## config.mk

```make
export PLATFORM = sky130hd
export DESIGN_NAME = stc_div_pipe
export DESIGN_NICKNAME = d
export VERILOG_FILES = /design/src/design/stc_div_pipe.sv
export SDC_FILE = /design/constraint.sdc
export NUM_CORES = 2
export LEC_CHECK = 0
export BUFFER_PORTS_ARGS = -buffer_cell sky130_fd_sc_hd__buf_4
export CAP_MARGIN = 10
export CORE_MARGIN = 8
export CORE_UTILIZATION = 40
export CTS_CLUSTER_DIAMETER = 100
export CTS_CLUSTER_SIZE = 8
export DETAILED_ROUTE_END_ITERATION = 8
export PLACE_DENSITY = 0.56
export SLEW_MARGIN = 20
export SYNTH_ARGS = -nofsm -noshare
export SYNTH_HDL_FRONTEND = slang
export SYNTH_MEMORY_MAX_BITS = 65536
export SYNTH_SLANG_ARGS = --single-unit
```

## constraint.sdc

```tcl
create_clock -name i_clk -period 3.3 [get_ports i_clk]
set_clock_uncertainty 0.15 [all_clocks]
set_input_delay 0.495 -clock i_clk [delete_from_list [all_inputs] [get_ports i_clk]]
set_output_delay 0.495 -clock i_clk [all_outputs]
set_load 0.01 [all_outputs]
```

## src/design/stc_div_pipe.sv

```systemverilog
`timescale 1ns / 1ps
// pipelined restoring divider, one quotient bit per stage, with sideband
// standalone, used by scaled_tile_margin_calc

module stc_div_pipe #(
    parameter int NUM_W  = 38,
    parameter int DEN_W  = 17,
    parameter int SIDE_W = 1
) (
    input  logic              i_clk,
    input  logic              i_rst_n,
    input  logic              i_en,
    input  logic              i_valid,
    input  logic [NUM_W-1:0]  i_num,
    input  logic [DEN_W-1:0]  i_den,
    input  logic [SIDE_W-1:0] i_side,
    output logic              o_valid,
    output logic [NUM_W-1:0]  o_quot,
    output logic [SIDE_W-1:0] o_side
);

    logic [NUM_W-1:0]  r_num  [NUM_W];
    logic [NUM_W-1:0]  r_quo  [NUM_W];
    logic [DEN_W-1:0]  r_rem  [NUM_W];
    logic [DEN_W-1:0]  r_den  [NUM_W];
    logic [SIDE_W-1:0] r_side [NUM_W];
    logic [NUM_W-1:0]  r_vld;

    for (genvar g = 0; g < NUM_W; g++) begin : g_stage
        logic [NUM_W-1:0]  w_num;
        logic [NUM_W-1:0]  w_quo;
        logic [DEN_W-1:0]  w_rem;
        logic [DEN_W-1:0]  w_den;
        logic [SIDE_W-1:0] w_side;
        logic              w_vld;
        logic [DEN_W:0]    w_trial;
        logic [DEN_W:0]    w_diff;
        logic              w_ge;

        if (g == 0) begin : g_first
            assign w_num  = i_num;
            assign w_quo  = '0;
            assign w_rem  = '0;
            assign w_den  = i_den;
            assign w_side = i_side;
            assign w_vld  = i_valid;
        end else begin : g_next
            assign w_num  = r_num[g-1];
            assign w_quo  = r_quo[g-1];
            assign w_rem  = r_rem[g-1];
            assign w_den  = r_den[g-1];
            assign w_side = r_side[g-1];
            assign w_vld  = r_vld[g-1];
        end

        // shift in next numerator bit, subtract when it fits
        assign w_trial = {w_rem, w_num[NUM_W-1]};
        assign w_diff  = w_trial - {1'b0, w_den};
        assign w_ge    = (w_trial >= {1'b0, w_den});

        always_ff @(posedge i_clk) begin
            if (!i_rst_n) begin
                r_vld[g] <= 1'b0;
            end else if (i_en) begin
                r_vld[g] <= w_vld;
            end
        end

        always_ff @(posedge i_clk) begin
            if (i_en) begin
                r_num[g]  <= {w_num[NUM_W-2:0], 1'b0};
                r_quo[g]  <= {w_quo[NUM_W-2:0], w_ge};
                r_rem[g]  <= w_ge ? w_diff[DEN_W-1:0] : w_trial[DEN_W-1:0];
                r_den[g]  <= w_den;
                r_side[g] <= w_side;
            end
        end
    end

    assign o_valid = r_vld[NUM_W-1];
    assign o_quot  = r_quo[NUM_W-1];
    assign o_side  = r_side[NUM_W-1];

endmodule

```

==> run summary <==
The sequential cell area fraction in the yosys report came out at 0.687. The initial antenna violation count came out at 3. The slew at the pin closest to its max-slew limit is 1.56 ns. The detail-routed net length per standard cell came out at 17.5 um.

The number of placement rows came out at 201. For this design the ratio of total power to cell area is 931 nW/um^2. In the routed layout, each cell is associated on average with a via count of 5.04. The die covers 320,000 um^2. The filler-free cell count of the finished design is 13,100. The die width came out at 566 um. The number of placed instances, taps included, is 12,400.

The initial standard-cell utilization of the core came out at 0.402. The pin count of the biggest net entering global routing is 91. The number of ports placed on the die boundary came out at 100. The relative contribution of sequential cells to total power came out at 0.376. The total wire length is 229,000 um.

The area of the core is 300,000 um^2. Clock latency on the worst-skew pair, taken at its later pin, is 0.91 ns. The half-perimeter wire length after detailed placement is 149,000 um. The via count of the first global-routing pass is 67,300. The register area came out at 83,000 um^2. Summed over all failing endpoints, the final setup total negative slack is -7.21 ns. The cell area that synthesis handed to floorplanning was 121,000 um^2. The H-tree depth came out at 5. Input and output buffers added on the ports amount to 99. The clock transition time at the flip-flop clock pins of the worst setup and hold paths is 0.05 ns. The net total in the final layout is 9,831. The placer congestion estimate is 0.849. The flip-flop and latch count after synthesis came out at 2,778. The number of flops mapped to enable cells by yosys came out at 2,740.

The number of max-capacitance violations reported is 1. The layout has 25,500 filler cells. The shortest period the worst path allows is 3.46 ns. The design draws 136 mW. The power spent charging and discharging nets came out at 41.1 mW.

After layout, the worst setup slack is -0.158 ns. Setup repair after global routing could not meet its margin everywhere. The area of the multi-input gates is 36,500 um^2. The count of endpoints failing hold in the final timing report came out at 0. The maximum fanout count along the critical path came out at 5.

The combinational share of power is 0.367. The share of total power consumed by net switching came out at 0.303. In the final layout, the share of cells above drive strength 1 is 0.211. The count of nets left with antenna violations once routing finished came out at 0. After synthesis, the most frequently instantiated cells are edfxtp_1, inv_1, ha_1. The headroom to the max-slew limit came out at -0.0538. The worst setup timing slack at the placement stage came out at -0.399 ns.

The overall overflow remaining after global route is 0. Clock tree synthesis inserted a total of 385 buffers. At the worst endpoint, the required time is 3.77 ns. STA classifies the critical path endpoint as a flop.

The number of warning messages in the yosys log is 0. The most used flip-flop cell after synthesis is edfxtp_1. Ranked by total cell area, the synthesized netlist is headed by edfxtp_1, ha_1, mux2_2, inv_1, xnor2_1. The initial detailed-routing violation count came out at 4,138.

The maximum count of clock buffers along a single path came out at 4. The kind of launch point of the worst setup path is a flop. The net count after synthesis is 8,723. The most instantiated library cell after synthesis is edfxtp_1. The total of endpoints with negative setup slack in the final report is 128. TritonCTS built the clock tree.

The biggest area contributor in the post-synthesis netlist is edfxtp_1. The total routing usage reported by global routing came out at 0.137. Of the post-synthesis cell area, the dominant cell type holds 0.681. The static power due to leakage is 56.2 nW. Of the available clock period, the critical path in the final layout requires 1.05. After detailed routing, the number of remaining DRC violations is 0. The min-delay analysis places its worst path in the category input pin to flop.

The number of clock sinks came out at 2,778. The overall die height came out at 566 um. The max-slew violation total from the final report is 5. The fraction of power consumed by the clock network came out at 0.257.

Averaged over all synthesized cells, the footprint is 15.1 um^2. The internal power consumption is 94.5 mW. The post-synthesis instance total came out at 7,996. The checks that failed: max-capacitance violations, max-slew violations, negative setup slack.

The number of distinct library cells after synthesis came out at 84. The number of search-and-repair iterations in the first detailed-routing pass is 5. The area added between synthesis and finish came out at 20.5%.

The flow ran to the end, but the final reports show violations. The arrival time reported for the critical path endpoint is 3.93 ns. The root buffer cell chosen for the clock tree is clkbuf_16. The count of vias placed by the detailed router came out at 66,100. The fraction of registers with async set or reset after synthesis is 0. The maximum vdd drop came out at 564 uV. The highest attainable clock frequency is 0.289 GHz. The critical path is of the flop to flop type. The global-route wire length before repair came out at 360,000 um.
## area by class of cell
cell class | instances | area share
inverter | 801 | 0.0207
timing repair buffer | 787 | 0.0532
clock buffer | 413 | 0.0672
clock inverter | 25 | 0.00411
multi-input combinational | 4351 | 0.251
sequential | 2778 | 0.570
antenna | 1 | 0.0000172
tap | 3958 | 0.0340
## cell families after synthesis
| kind of cell | share of synthesized area |
|---|---|
| multiplexers | 0.0508 |
| flip-flops | 0.687 |
| adder cells (fa/ha/maj) | 0.0713 |
| AND/OR/NAND/NOR | 0.0457 |
| buffers and inverters | 0.0280 |
| XOR/XNOR | 0.0356 |
| AO/OA/AOI/OAI | 0.0813 |
## critical path, cell delays in order, from the launching register on
cell,delay (ns)
edfxtp_1,0.38
inv_1,0.06
ha_1,0.33
o21ai_0,0.47
o21ai_1,0.18
a21oi_2,0.27
a21oi_2,0.10
o21ai_2,0.18
a21oi_2,0.10
a2111oi_4,0.20
buf_4,0.19
buf_6,0.13
buf_8,0.14
mux2_4,0.31
## through the flow
step                 util  hold WS, ns  instance area (um^2)
floorplan               -        0.250                121000
finish              0.485        0.159                146000
detailed placement  0.434        0.255                130000
global route        0.485       0.0816                146000
global placement    0.434        0.250                130000
CTS                 0.477       0.0454                143000
## worst paths after layout
| check | startpoint | endpoint | slack, ns | cells after the start |
|---|---|---|---|---|
| setup / recovery | r_den[0][122]$_DFFE_PP_ | r_rem[8][15]$_DFFE_PP_ | -0.16 | 13 |
| hold / removal | i_num[34] | r_num[0][34]$_DFFE_PP_ | 0.16 | 2 |
| setup reg to reg | r_den[0][122]$_DFFE_PP_ | r_rem[8][15]$_DFFE_PP_ | -0.16 | 13 |
| hold reg to reg | r_num[0][1]$_DFFE_PP_ | r_num[0][39]$_DFFE_PP_ | 0.22 | 0 |
## power by group through the flow
stage               clock, mW  combinational (mW)  sequential [mW]
floorplan                   0                32.4             49.8
global placement            0                42.1             51.7
detailed placement          0                43.1             51.7
CTS                      36.3                45.6             51.1
global route             37.5                54.6             51.6
finish                   34.8                49.8             51.0
## cell usage in the layout, fill, tap and decap left out, types with 26 or more instances in the layout
master and instances:
mux2_4 218, mux2i_1 73, buf_6 34, nor3_1 106, mux2_2 259, ha_1 604
nor2_1 324, fa_2 30, or2_2 27, clkbuf_1 26, xnor2_1 342, a211oi_1 39
a211o_1 28, inv_1 754, nand2_1 240, buf_12 81, o31ai_1 29, a21o_1 196
edfxtp_1 2740, inv_2 45, clkbuf_16 408, a21oi_1 413, o21a_1 75, o21bai_1 84
o21ai_0 251, nand3_1 71, a31oi_1 51, buf_4 578, nand4_1 99, xor2_1 149
a211oi_2 29, nor2b_1 104, o31a_1 30, a21oi_2 37, nand2b_1 43, dlygate4sd3_1 60
dfxtp_1 38
## registers in the layout, summed over array words and instances (netlist names)
name,flops
r_side,38
r_quo,741
r_rem,629
g_stage.w_vld,37
r_num,703
r_den,629
o_valid,1
## repair_timing
item / CTS / global route
gates resized for setup: 189 / 380
setup endpoints to repair: 440 / 538
hold endpoints to repair: 107 / 0
hold buffers: 60 / 0
cloned: 17 / 32
buffers inserted: 100 / 93
pin swaps: 72 / 187
## metal layers
layer / global-route usage / vias to the layer above / share of wire
met3: 0.0207 / 462 / 0.038
met2: 0.231 / 1136 / 0.48
li1: - / 32200 / -
met5: 0 / - / 0
met1: 0.183 / 32300 / 0.46
met4: 0.0434 / 0 / 0.029
No activity file was read; power rests on OpenSTA's default activity.
